===== src/rtl/core/bqs_pkg.sv =====
`timescale 1ns / 1ps
`default_nettype none
// ----------------------------------------------------------------------------
// bqs_pkg: shared types and constants
// Widths, register map and structs for the band-pass / sample-hold block.
// ----------------------------------------------------------------------------
package bqs_pkg;

  localparam int SAMPLE_BITS = 24;
  localparam int COEF_BITS   = 32;
  localparam int FRAC_BITS   = COEF_BITS - 3;
  localparam int HOLD_BITS   = 6;
  localparam int DATA_BITS   = 32;
  localparam int ADDR_BITS   = 5;
  localparam int NUM_REGS    = 8;

  // register index, taken from paddr[4:2]
  typedef enum logic [2:0] {
    REG_HP_GAIN = 3'd0,
    REG_HP_FB1  = 3'd1,
    REG_HP_FB2  = 3'd2,
    REG_LP_GAIN = 3'd3,
    REG_LP_FB1  = 3'd4,
    REG_LP_FB2  = 3'd5,
    REG_BYPASS  = 3'd6,
    REG_RELOAD  = 3'd7
  } reg_idx_t;

  typedef struct packed {
    logic [COEF_BITS-1:0] hp_gain;
    logic [COEF_BITS-1:0] hp_fb1;
    logic [COEF_BITS-1:0] hp_fb2;
    logic [COEF_BITS-1:0] lp_gain;
    logic [COEF_BITS-1:0] lp_fb1;
    logic [COEF_BITS-1:0] lp_fb2;
    logic                 bypass;
    logic [HOLD_BITS-1:0] hold_reload;
  } cfg_t;

  // operands of one biquad section
  typedef struct packed {
    logic [SAMPLE_BITS-1:0] x;
    logic [SAMPLE_BITS-1:0] x1;
    logic [SAMPLE_BITS-1:0] x2;
    logic [SAMPLE_BITS-1:0] y1;
    logic [SAMPLE_BITS-1:0] y2;
    logic [COEF_BITS-1:0]   gain;
    logic [COEF_BITS-1:0]   fb1;
    logic [COEF_BITS-1:0]   fb2;
    logic                   b1_neg;
  } mac_op_t;

endpackage
`default_nettype wire


===== src/rtl/core/bqs_if.sv =====
`timescale 1ns / 1ps
`default_nettype none
// ----------------------------------------------------------------------------
// bqs_if: sample stream channels
// Valid/ready channels for input samples and result samples.
// ----------------------------------------------------------------------------
interface bqs_in_if;
  logic                            valid;
  logic                            ready;
  logic [bqs_pkg::SAMPLE_BITS-1:0] sample_in;

  modport source (output valid, output sample_in, input ready);
  modport sink   (input valid, input sample_in, output ready);
endinterface

interface bqs_out_if;
  logic                            valid;
  logic                            ready;
  logic [bqs_pkg::SAMPLE_BITS-1:0] sample_out;

  modport source (output valid, output sample_out, input ready);
  modport sink   (input valid, input sample_out, output ready);
endinterface
`default_nettype wire


===== src/rtl/core/bqs_regs.sv =====
`timescale 1ns / 1ps
`default_nettype none
// ----------------------------------------------------------------------------
// bqs_regs: configuration registers
// APB-style register file holding coefficients, bypass and hold reload.
// ----------------------------------------------------------------------------
module bqs_regs (
  input  logic                          clk,
  input  logic                          rst,
  input  logic                          psel,
  input  logic                          penable,
  input  logic                          pwrite,
  input  logic [bqs_pkg::ADDR_BITS-1:0] paddr,
  input  logic [bqs_pkg::DATA_BITS-1:0] pwdata,
  output logic [bqs_pkg::DATA_BITS-1:0] prdata,
  output logic                          pready,
  output bqs_pkg::cfg_t                 cfg
);
  import bqs_pkg::*;

  reg_idx_t idx;
  logic     wr;

  assign pready = 1'b1;
  assign idx    = reg_idx_t'(paddr[ADDR_BITS-1:2]);
  assign wr     = psel && penable && pwrite && pready;

  always_ff @(posedge clk) begin
    if (rst) begin
      cfg <= '{hold_reload: HOLD_BITS'(1), default: '0};
    end else if (wr) begin
      case (idx)
        REG_HP_GAIN: cfg.hp_gain     <= pwdata[COEF_BITS-1:0];
        REG_HP_FB1:  cfg.hp_fb1      <= pwdata[COEF_BITS-1:0];
        REG_HP_FB2:  cfg.hp_fb2      <= pwdata[COEF_BITS-1:0];
        REG_LP_GAIN: cfg.lp_gain     <= pwdata[COEF_BITS-1:0];
        REG_LP_FB1:  cfg.lp_fb1      <= pwdata[COEF_BITS-1:0];
        REG_LP_FB2:  cfg.lp_fb2      <= pwdata[COEF_BITS-1:0];
        REG_BYPASS:  cfg.bypass      <= pwdata[0];
        REG_RELOAD:  cfg.hold_reload <= pwdata[HOLD_BITS-1:0];
        default: ;
      endcase
    end
  end

  always_comb begin
    case (idx)
      REG_HP_GAIN: prdata = DATA_BITS'(cfg.hp_gain);
      REG_HP_FB1:  prdata = DATA_BITS'(cfg.hp_fb1);
      REG_HP_FB2:  prdata = DATA_BITS'(cfg.hp_fb2);
      REG_LP_GAIN: prdata = DATA_BITS'(cfg.lp_gain);
      REG_LP_FB1:  prdata = DATA_BITS'(cfg.lp_fb1);
      REG_LP_FB2:  prdata = DATA_BITS'(cfg.lp_fb2);
      REG_BYPASS:  prdata = DATA_BITS'(cfg.bypass);
      REG_RELOAD:  prdata = DATA_BITS'(cfg.hold_reload);
      default:     prdata = '0;
    endcase
  end

endmodule
`default_nettype wire


===== src/rtl/core/bqs_mac.sv =====
`timescale 1ns / 1ps
`default_nettype none
// ----------------------------------------------------------------------------
// bqs_mac: bit-serial biquad section
// Walks the coefficients one bit per cycle, LSB first, adding the selected
// data terms into a narrow right-shifting accumulator. Rounds and saturates.
// ----------------------------------------------------------------------------
module bqs_mac (
  input  logic                            clk,
  input  logic                            rst,
  input  logic                            start,
  input  bqs_pkg::mac_op_t                op,
  output logic                            done,
  output logic [bqs_pkg::SAMPLE_BITS-1:0] result
);
  import bqs_pkg::*;

  localparam int PW    = SAMPLE_BITS + 3;       // per-bit partial sum
  localparam int AW    = SAMPLE_BITS + 4;       // accumulator
  localparam int LW    = COEF_BITS - FRAC_BITS + 1;
  localparam int RW    = AW + LW;
  localparam int CNT_W = $clog2(COEF_BITS);

  localparam logic signed [RW-1:0] SAT_HI = RW'((64'd1 << (SAMPLE_BITS - 1)) - 64'd1);
  localparam logic signed [RW-1:0] SAT_LO = -SAT_HI - RW'(1);

  logic                    busy;
  logic [CNT_W-1:0]        cnt;
  logic signed [PW-1:0]    u;
  logic signed [PW-1:0]    y1;
  logic signed [PW-1:0]    y2;
  logic [COEF_BITS-1:0]    g_sr;
  logic [COEF_BITS-1:0]    a1_sr;
  logic [COEF_BITS-1:0]    a2_sr;
  logic signed [AW-1:0]    acc;
  logic [LW-1:0]           low_sr;

  logic                    last;
  logic signed [PW-1:0]    xe, x1e2, x2e, tg, t1, t2, p_raw, p;
  logic signed [AW-1:0]    sum;
  logic signed [RW-1:0]    rnd;

  assign last = (cnt == CNT_W'(COEF_BITS - 1));

  always_comb begin
    xe    = PW'($signed(op.x));
    x1e2  = PW'($signed({op.x1, 1'b0}));
    x2e   = PW'($signed(op.x2));
    tg    = g_sr[0]  ? u  : '0;
    t1    = a1_sr[0] ? y1 : '0;
    t2    = a2_sr[0] ? y2 : '0;
    p_raw = tg - t1 - t2;
    // top coefficient bit carries negative weight
    p     = last ? -p_raw : p_raw;
    sum   = acc + AW'(p);
    rnd   = RW'($signed({acc, low_sr[LW-1:1]})) + RW'({1'b0, low_sr[0]});
  end

  always_ff @(posedge clk) begin
    if (rst) begin
      busy <= 1'b0;
      done <= 1'b0;
      cnt  <= '0;
    end else begin
      done <= 1'b0;
      if (start) begin
        busy <= 1'b1;
        cnt  <= '0;
      end else if (busy) begin
        cnt <= cnt + CNT_W'(1);
        if (last) begin
          busy <= 1'b0;
          done <= 1'b1;
        end
      end
    end
  end

  always_ff @(posedge clk) begin
    if (start) begin
      u      <= op.b1_neg ? (xe - x1e2 + x2e) : (xe + x1e2 + x2e);
      y1     <= PW'($signed(op.y1));
      y2     <= PW'($signed(op.y2));
      g_sr   <= op.gain;
      a1_sr  <= op.fb1;
      a2_sr  <= op.fb2;
      acc    <= '0;
      low_sr <= '0;
    end else if (busy) begin
      acc    <= {sum[AW-1], sum[AW-1:1]};
      low_sr <= {sum[0], low_sr[LW-1:1]};
      g_sr   <= g_sr  >> 1;
      a1_sr  <= a1_sr >> 1;
      a2_sr  <= a2_sr >> 1;
    end
  end

  always_comb begin
    if (rnd > SAT_HI)      result = SAT_HI[SAMPLE_BITS-1:0];
    else if (rnd < SAT_LO) result = SAT_LO[SAMPLE_BITS-1:0];
    else                   result = rnd[SAMPLE_BITS-1:0];
  end

  a_start_busy : assert property (@(posedge clk) disable iff (rst) start |=> busy)
    else $error("section did not start");
  a_last_done : assert property (@(posedge clk) disable iff (rst)
    (busy && last && !start) |=> (done && !busy))
    else $error("section did not finish after last bit");
  a_done_idle : assert property (@(posedge clk) disable iff (rst) done |-> !busy)
    else $error("done raised while busy");

endmodule
`default_nettype wire


===== src/rtl/core/biquad_bandpass_sample_hold.sv =====
`timescale 1ns / 1ps
`default_nettype none
// ----------------------------------------------------------------------------
// biquad_bandpass_sample_hold: band-pass filter with sample-and-hold
// High-pass then low-pass direct-form-I biquad, followed by a hold decimator.
// ----------------------------------------------------------------------------
// One sample is in flight at a time. One bit-serial section unit runs the
// high-pass and then the low-pass section: a start state (ST_HP_GO, ST_LP_GO)
// launches the section, which walks its 32 coefficient bits at one bit per
// cycle, and its run state writes the section state back when it is done;
// ST_FIN then loads the result register and ST_IDLE takes the next transfer.
// In bypass a sample goes from ST_IDLE straight to ST_FIN and no filter or
// hold state moves. A result that is not taken stalls the input only once a
// second result is waiting to be loaded. The result register frees the input
// as soon as a result is loaded, so the next sample may be transferred while
// it waits.
// Coefficients are Q3.29 through the APB port, samples Q1.23; each section is
// rounded half up and saturated to 24 bits.
// ----------------------------------------------------------------------------
module biquad_bandpass_sample_hold (
  input  logic                          clk,
  input  logic                          rst,
  bqs_in_if.sink                        sample_ch,
  bqs_out_if.source                     result_ch,
  input  logic                          psel,
  input  logic                          penable,
  input  logic                          pwrite,
  input  logic [bqs_pkg::ADDR_BITS-1:0] paddr,
  input  logic [bqs_pkg::DATA_BITS-1:0] pwdata,
  output logic [bqs_pkg::DATA_BITS-1:0] prdata,
  output logic                          pready
);
  import bqs_pkg::*;

  typedef enum logic [2:0] {
    ST_IDLE,
    ST_HP_GO,
    ST_HP_RUN,
    ST_LP_GO,
    ST_LP_RUN,
    ST_FIN
  } state_t;

  state_t                 state;
  cfg_t                   cfg;
  mac_op_t                mac_op;
  logic                   mac_start;
  logic                   mac_done;
  logic [SAMPLE_BITS-1:0] mac_result;

  logic [SAMPLE_BITS-1:0] x_reg;
  logic [SAMPLE_BITS-1:0] res;
  logic [SAMPLE_BITS-1:0] hp_x1, hp_x2, hp_y1, hp_y2;
  logic [SAMPLE_BITS-1:0] lp_x1, lp_x2, lp_y1, lp_y2;
  logic [HOLD_BITS-1:0]   hold_count;
  logic [SAMPLE_BITS-1:0] held_value;
  logic                   out_valid;
  logic [SAMPLE_BITS-1:0] out_data;
  logic                   out_load;

  bqs_regs u_regs (
    .clk     (clk),
    .rst     (rst),
    .psel    (psel),
    .penable (penable),
    .pwrite  (pwrite),
    .paddr   (paddr),
    .pwdata  (pwdata),
    .prdata  (prdata),
    .pready  (pready),
    .cfg     (cfg)
  );

  bqs_mac u_mac (
    .clk    (clk),
    .rst    (rst),
    .start  (mac_start),
    .op     (mac_op),
    .done   (mac_done),
    .result (mac_result)
  );

  assign sample_ch.ready      = (state == ST_IDLE);
  assign result_ch.valid      = out_valid;
  assign result_ch.sample_out = out_data;
  assign mac_start            = (state == ST_HP_GO) || (state == ST_LP_GO);
  assign out_load             = (state == ST_FIN) && (!out_valid || result_ch.ready);

  always_comb begin
    if (state == ST_LP_GO) begin
      // hp_y1 already holds this sample's high-pass output
      mac_op = '{x: hp_y1, x1: lp_x1, x2: lp_x2, y1: lp_y1, y2: lp_y2,
                 gain: cfg.lp_gain, fb1: cfg.lp_fb1, fb2: cfg.lp_fb2, b1_neg: 1'b0};
    end else begin
      mac_op = '{x: x_reg, x1: hp_x1, x2: hp_x2, y1: hp_y1, y2: hp_y2,
                 gain: cfg.hp_gain, fb1: cfg.hp_fb1, fb2: cfg.hp_fb2, b1_neg: 1'b1};
    end
  end

  always_ff @(posedge clk) begin
    if (rst) begin
      state      <= ST_IDLE;
      out_valid  <= 1'b0;
      hp_x1      <= '0;
      hp_x2      <= '0;
      hp_y1      <= '0;
      hp_y2      <= '0;
      lp_x1      <= '0;
      lp_x2      <= '0;
      lp_y1      <= '0;
      lp_y2      <= '0;
      hold_count <= '0;
      held_value <= '0;
    end else begin
      if (out_load) out_valid <= 1'b1;
      else if (result_ch.ready) out_valid <= 1'b0;
      case (state)
        ST_IDLE: begin
          if (sample_ch.valid) begin
            x_reg <= sample_ch.sample_in;
            res   <= sample_ch.sample_in;
            state <= cfg.bypass ? ST_FIN : ST_HP_GO;
          end
        end
        ST_HP_GO: state <= ST_HP_RUN;
        ST_HP_RUN: begin
          if (mac_done) begin
            hp_x2 <= hp_x1;
            hp_x1 <= x_reg;
            hp_y2 <= hp_y1;
            hp_y1 <= mac_result;
            state <= ST_LP_GO;
          end
        end
        ST_LP_GO: state <= ST_LP_RUN;
        ST_LP_RUN: begin
          if (mac_done) begin
            lp_x2 <= lp_x1;
            lp_x1 <= hp_y1;
            lp_y2 <= lp_y1;
            lp_y1 <= mac_result;
            if (hold_count == '0) begin
              held_value <= mac_result;
              hold_count <= cfg.hold_reload;
              res        <= mac_result;
            end else begin
              hold_count <= hold_count - HOLD_BITS'(1);
              res        <= held_value;
            end
            state <= ST_FIN;
          end
        end
        ST_FIN: begin
          if (out_load) begin
            out_data  <= res;
            state     <= ST_IDLE;
          end
        end
        default: state <= ST_IDLE;
      endcase
    end
  end

  a_done_in_run : assert property (@(posedge clk) disable iff (rst)
    mac_done |-> (state == ST_HP_RUN || state == ST_LP_RUN))
    else $error("section result outside a run state");
  a_bypass_fin : assert property (@(posedge clk) disable iff (rst)
    (sample_ch.valid && sample_ch.ready && cfg.bypass) |=> (state == ST_FIN))
    else $error("bypass sample entered the filter");
  a_hold_latch : assert property (@(posedge clk) disable iff (rst)
    (state == ST_LP_RUN && mac_done && hold_count == '0)
      |=> (held_value == $past(mac_result)))
    else $error("hold stage missed a latch");
  a_fin_loads : assert property (@(posedge clk) disable iff (rst)
    (state == ST_FIN && (!out_valid || result_ch.ready))
      |=> (out_valid && out_data == $past(res)))
    else $error("result register not loaded");

endmodule
`default_nettype wire

===== src/flat_wrapper.sv =====
// flat-port wrapper written by rule: the top's interface ports become plain ports
module biquad_bandpass_sample_hold_flat import bqs_pkg::*;
  (clk, rst, psel, penable, pwrite, paddr, pwdata, prdata, pready, sample_ch_valid, sample_ch_sample_in, sample_ch_ready, result_ch_valid, result_ch_sample_out, result_ch_ready);
  bqs_in_if sample_ch_i ();
  bqs_out_if result_ch_i ();
  input  logic clk;
  input  logic rst;
  input  logic psel;
  input  logic penable;
  input  logic pwrite;
  input  logic [bqs_pkg::ADDR_BITS-1:0] paddr;
  input  logic [bqs_pkg::DATA_BITS-1:0] pwdata;
  output logic [bqs_pkg::DATA_BITS-1:0] prdata;
  output logic pready;
  input wire logic [$bits(sample_ch_i.valid)-1:0] sample_ch_valid;
  input wire logic [$bits(sample_ch_i.sample_in)-1:0] sample_ch_sample_in;
  output wire logic [$bits(sample_ch_i.ready)-1:0] sample_ch_ready;
  output wire logic [$bits(result_ch_i.valid)-1:0] result_ch_valid;
  output wire logic [$bits(result_ch_i.sample_out)-1:0] result_ch_sample_out;
  input wire logic [$bits(result_ch_i.ready)-1:0] result_ch_ready;
  assign sample_ch_i.valid = sample_ch_valid;
  assign sample_ch_i.sample_in = sample_ch_sample_in;
  assign sample_ch_ready = sample_ch_i.ready;
  assign result_ch_valid = result_ch_i.valid;
  assign result_ch_sample_out = result_ch_i.sample_out;
  assign result_ch_i.ready = result_ch_ready;
  biquad_bandpass_sample_hold u_core (.clk(clk), .rst(rst), .sample_ch(sample_ch_i), .result_ch(result_ch_i), .psel(psel), .penable(penable), .pwrite(pwrite), .paddr(paddr), .pwdata(pwdata), .prdata(prdata), .pready(pready));
endmodule

===== config.mk =====
export PLATFORM = sky130hd
export DESIGN_NAME = biquad_bandpass_sample_hold_flat
export DESIGN_NICKNAME = d
export VERILOG_FILES = /design/src/rtl/core/bqs_pkg.sv /design/src/rtl/core/bqs_if.sv /design/src/rtl/core/bqs_regs.sv /design/src/rtl/core/bqs_mac.sv /design/src/rtl/core/biquad_bandpass_sample_hold.sv /design/src/flat_wrapper.sv
export SDC_FILE = /design/constraint.sdc
export NUM_CORES = 2
export LEC_CHECK = 0
export BUFFER_PORTS_ARGS = -buffer_cell sky130_fd_sc_hd__buf_2
export CAP_MARGIN = 20
export CORE_MARGIN = 1.5
export CORE_UTILIZATION = 55
export CTS_CLUSTER_SIZE = 28
export DETAILED_ROUTE_END_ITERATION = 6
export GPL_ROUTABILITY_DRIVEN = 0
export GPL_TIMING_DRIVEN = 0
export PLACE_DENSITY = 0.77
export SLEW_MARGIN = 10
export SYNTH_ARGS = -nofsm -noshare
export SYNTH_HDL_FRONTEND = slang
export SYNTH_HIERARCHICAL = 1
export SYNTH_SLANG_ARGS = --single-unit

===== constraint.sdc =====
create_clock -name clk -period 6.9 [get_ports clk]
set_input_delay 0.69 -clock clk [delete_from_list [all_inputs] [get_ports clk]]
set_output_delay 0.69 -clock clk [all_outputs]
set_load 0.005 [all_outputs]

==> run summary <==
==================================================================================================
Slew at the pin closest to its max-slew limit                                              1.16 ns
FP Rows                                                                                         97
Clock Tree Root                                                                          clkbuf_16
Most common library cell in the layout ignoring fill and taps                              nand2_1
Critical path required time                                                                7.42 ns
Area of all placed cells without fillers                                               44000 sq um
Sequential fraction of the synthesis area                                                    0.421
Total cell area at the placement stage                                                 41300 sq um
Cells after DPL                                                                               5372
Worst slack at placement                                                                  0.263 ns
Finish-stage setup viols                                                                         0
Post-synth ARST share                                                                            0
Max Cap Violations                                                                               0
Drc violations                                                                                   0
Number of levels in the clock H-tree                                                             3
Wire length reported by the detailed router                                                 123 mm
DIE HEIGHT                                                                             270 microns
Post-DP HPWL                                                                               89.3 mm
Top library cells by usage in the layout, fill and taps aside                         nand2_1, a21oi_1, dfxtp_1
Post-synth net total                                                                          4553
Internal cell power                                                                        9.01 mW
Per-cell routed wire length                                                           22.3 microns
Post-synth design cell area                                                            39300 sq um
Clock transition time at the flip-flop clock pins of the worst setup and hold paths        0.07 ns
Final std cells w/o fill                                                                      5512
Hold Vio Cnt, Final                                                                              0
Worst hold path type                                                                        in2reg
Layout area overhead                                                                         11.8%
Switching fraction of total power                                                            0.363
Final period utilization                                                                     0.926
Vias per inst                                                                                 6.09
Minimum clock period                                                                       6.39 ns
Count of flip-flops with a built-in enable after synthesis                                     243
Total count of max-transition violations in the final report                                     0
Critical path arrival                                                                      6.91 ns
Horizontal die dimension                                                               270 microns
Register-to-register path setup slack                                                      0.51 ns
GR Layer Usage met1                                                                          0.433
Part of the power in registers                                                               0.342
Clock Sink Count                                                                               706
Slew Limit Headroom                                                                          0.223
Most flops, register                                                                  u_core/u_regs/cfg
Remaining global-route overflow                                                                  0
Antenna Nets Post-Route                                                                          0
Number of fill cells in the layout                                                            5728
Utilization of the core after routing                                                        0.625
Post-synthesis area per instance                                                        9.15 sq um
GRT busiest layer                                                                             met2
Share of post-route cells with drive strength above 1                                        0.160
Met2 track demand over resource                                                              0.493
Via count                                                                                    33600
Number of register bits inferred by synthesis                                                  706
Max FFs per register                                                                           199
Drt initial violations                                                                        3983
Global-route wire length before repair                                                      186 mm
Setup TNS                                                                                     0 ns
Count of distinct cell types in the synthesized netlist                                         98
Net switching power                                                                        5.12 mW
Most used flip-flop cell after synthesis                                                   dfxtp_1
Count of boundary I/O pins                                                                     127
Run status                                                                               completed
Met3 Track Usage GR                                                                         0.0785
TritonCTS Buffers                                                                               73
Layout Nets                                                                                   4766
Total iterations of the first detailed-routing run                                               6
Endpoint kind of the worst setup timing path                                              register
Die area                                                                               73100 sq um
Starting density of the core                                                                 0.559
Highest net fanout along the worst path                                                         10
Leakage power total                                                                        17.0 nW
Hold buffers post-CTS                                                                            0
Maximum number of pins on one net before global-route repair                                    50
Maximum VDD drop                                                                            276 uV
Clock latency on the worst-skew pair                                                       0.64 ns
Type of the worst setup path                                                               reg2reg
Number of port buffers                                                                         121
Power per unit of standard cell area                                                   321 nW/um^2
TritonCTS clock tree                                                                           yes
Via count of the first global-routing pass                                                   32100
Number of standard cells after synthesis                                                      4296
Worst-case clock buffer depth                                                                    3
CORE AREA                                                                              70400 sq um
Fmax                                                                                       156 MHz
Post-Route Skew                                                                          0.0322 ns
Overall fraction of global-route tracks in use                                               0.327
Unrepaired setup endpoints after global routing                                              false
Synthesis warning total                                                                          6
Number of antenna violations at the first check in global routing                                6
Worst path setup slack after routing                                                      0.508 ns
Clock Power Share                                                                            0.306
Gate power share                                                                             0.352
Kind of start point of the critical path                                                  register
==================================================================================================
## area by class of cell
class / instances / area [sq um] / share of cell area
Multi-Input combinational cell: 3092 / 20600 / 0.469
Sequential cell: 706 / 16600 / 0.377
Clock buffer: 96 / 2090 / 0.0474
Buffer: 268 / 1290 / 0.0293
Tap cell: 940 / 1180 / 0.0268
Inverter: 230 / 863 / 0.0196
Timing Repair Buffer: 138 / 777 / 0.0177
Clock inverter: 40 / 571 / 0.0130
Antenna cell: 2 / 5.00 / 0.000114
## worst max-delay path: stages, from the launching register on
cell	delay [ns]
edfxtp_1	0.40
buf_6	0.17
clkbuf_2	0.24
nand2_1	0.16
fa_1	0.50
fa_1	0.46
nand2b_1	0.24
a21oi_2	0.29
o21ai_0	0.19
xnor2_1	0.22
nor4b_4	0.30
nand3_2	0.19
nor4_2	0.43
nand2_1	0.10
nand2_1	0.09
xor2_1	0.21
ha_1	0.33
and2_1	0.22
and3_1	0.17
o21ai_0	0.24
o22ai_1	0.18
o211ai_1	0.28
nand3_1	0.15
a21oi_1	0.13
and3b_1	0.19
o21ba_2	0.18
## synth_stat cells, types with 32 or more instances
cell type	instances	area share
nand3_1	59	0.0075
nor2_1	165	0.016
nand4_1	38	0.0060
clkbuf_1	150	0.014
a31oi_1	32	0.0051
nand2_1	915	0.087
edfxtp_1	243	0.19
nor3_1	39	0.0050
o21ai_0	144	0.018
a21oi_1	516	0.066
dfxtp_1	463	0.24
xnor2_1	76	0.017
and2_1	66	0.010
mux2_4	100	0.038
mux2_2	212	0.061
mux2i_1	54	0.014
a21o_1	39	0.0074
ha_1	113	0.036
nor2b_1	37	0.0059
fa_1	76	0.039
buf_2	84	0.011
inv_1	227	0.022
xor2_1	50	0.011
## final timing paths
check | start | endpoint | cells after the start
worst max-delay path | u_core/u_mac/g_sr[0] | u_core/u_mac/acc[25] | 25
worst min-delay path | sample_ch_sample_in[12] | u_core/x_reg[12] | 1
worst max register to register | u_core/u_mac/g_sr[0] | u_core/u_mac/acc[25] | 25
worst min register to register | u_core/res[2] | u_core/result_ch.sample_out[2] | 0
## layer usage
| layer | part of all wire | vias to the layer above | wire, microns |
|---|---|---|---|
| met5 | 0.00020 | - | 25 |
| met1 | 0.39 | 15900 | 48500 |
| li1 | - | 15300 | - |
| met3 | 0.12 | 444 | 14300 |
| met2 | 0.43 | 2007 | 53000 |
| met4 | 0.057 | 4 | 6980 |
## repair_timing
action                     in CTS  in global routing
setup endpoints to repair       0                  7
buffers inserted                0                  0
gates resized for setup         0                  5
## per-stage QoR
| stage | total power, mW | hold slack, ns |
|---|---|---|
| floorplan | 8.27 | 0.400 |
| global placement | 9.59 | 0.403 |
| detailed placement | 9.71 | 0.405 |
| CTS | 14.0 | 0.236 |
| global route | 14.7 | 0.249 |
| finish | 14.1 | 0.242 |
## power groups by stage
| stage | sequential, mW | combinational, mW | clock, mW |
|---|---|---|---|
| floorplan | 4.82 | 3.44 | 0 |
| global placement | 4.92 | 4.67 | 0 |
| detailed placement | 4.91 | 4.80 | 0 |
| CTS | 4.82 | 4.86 | 4.35 |
| global route | 4.85 | 5.37 | 4.52 |
| finish | 4.83 | 4.97 | 4.33 |
## kinds of logic after synthesis
family,share of synthesized area
mux,0.113
compound gates,0.147
simple gates,0.162
xor+xnor,0.0281
fa+ha+maj,0.0746
flops,0.421
other cells,0.0000954
buf+inv,0.0547
Power figures use the tool's default switching activity.
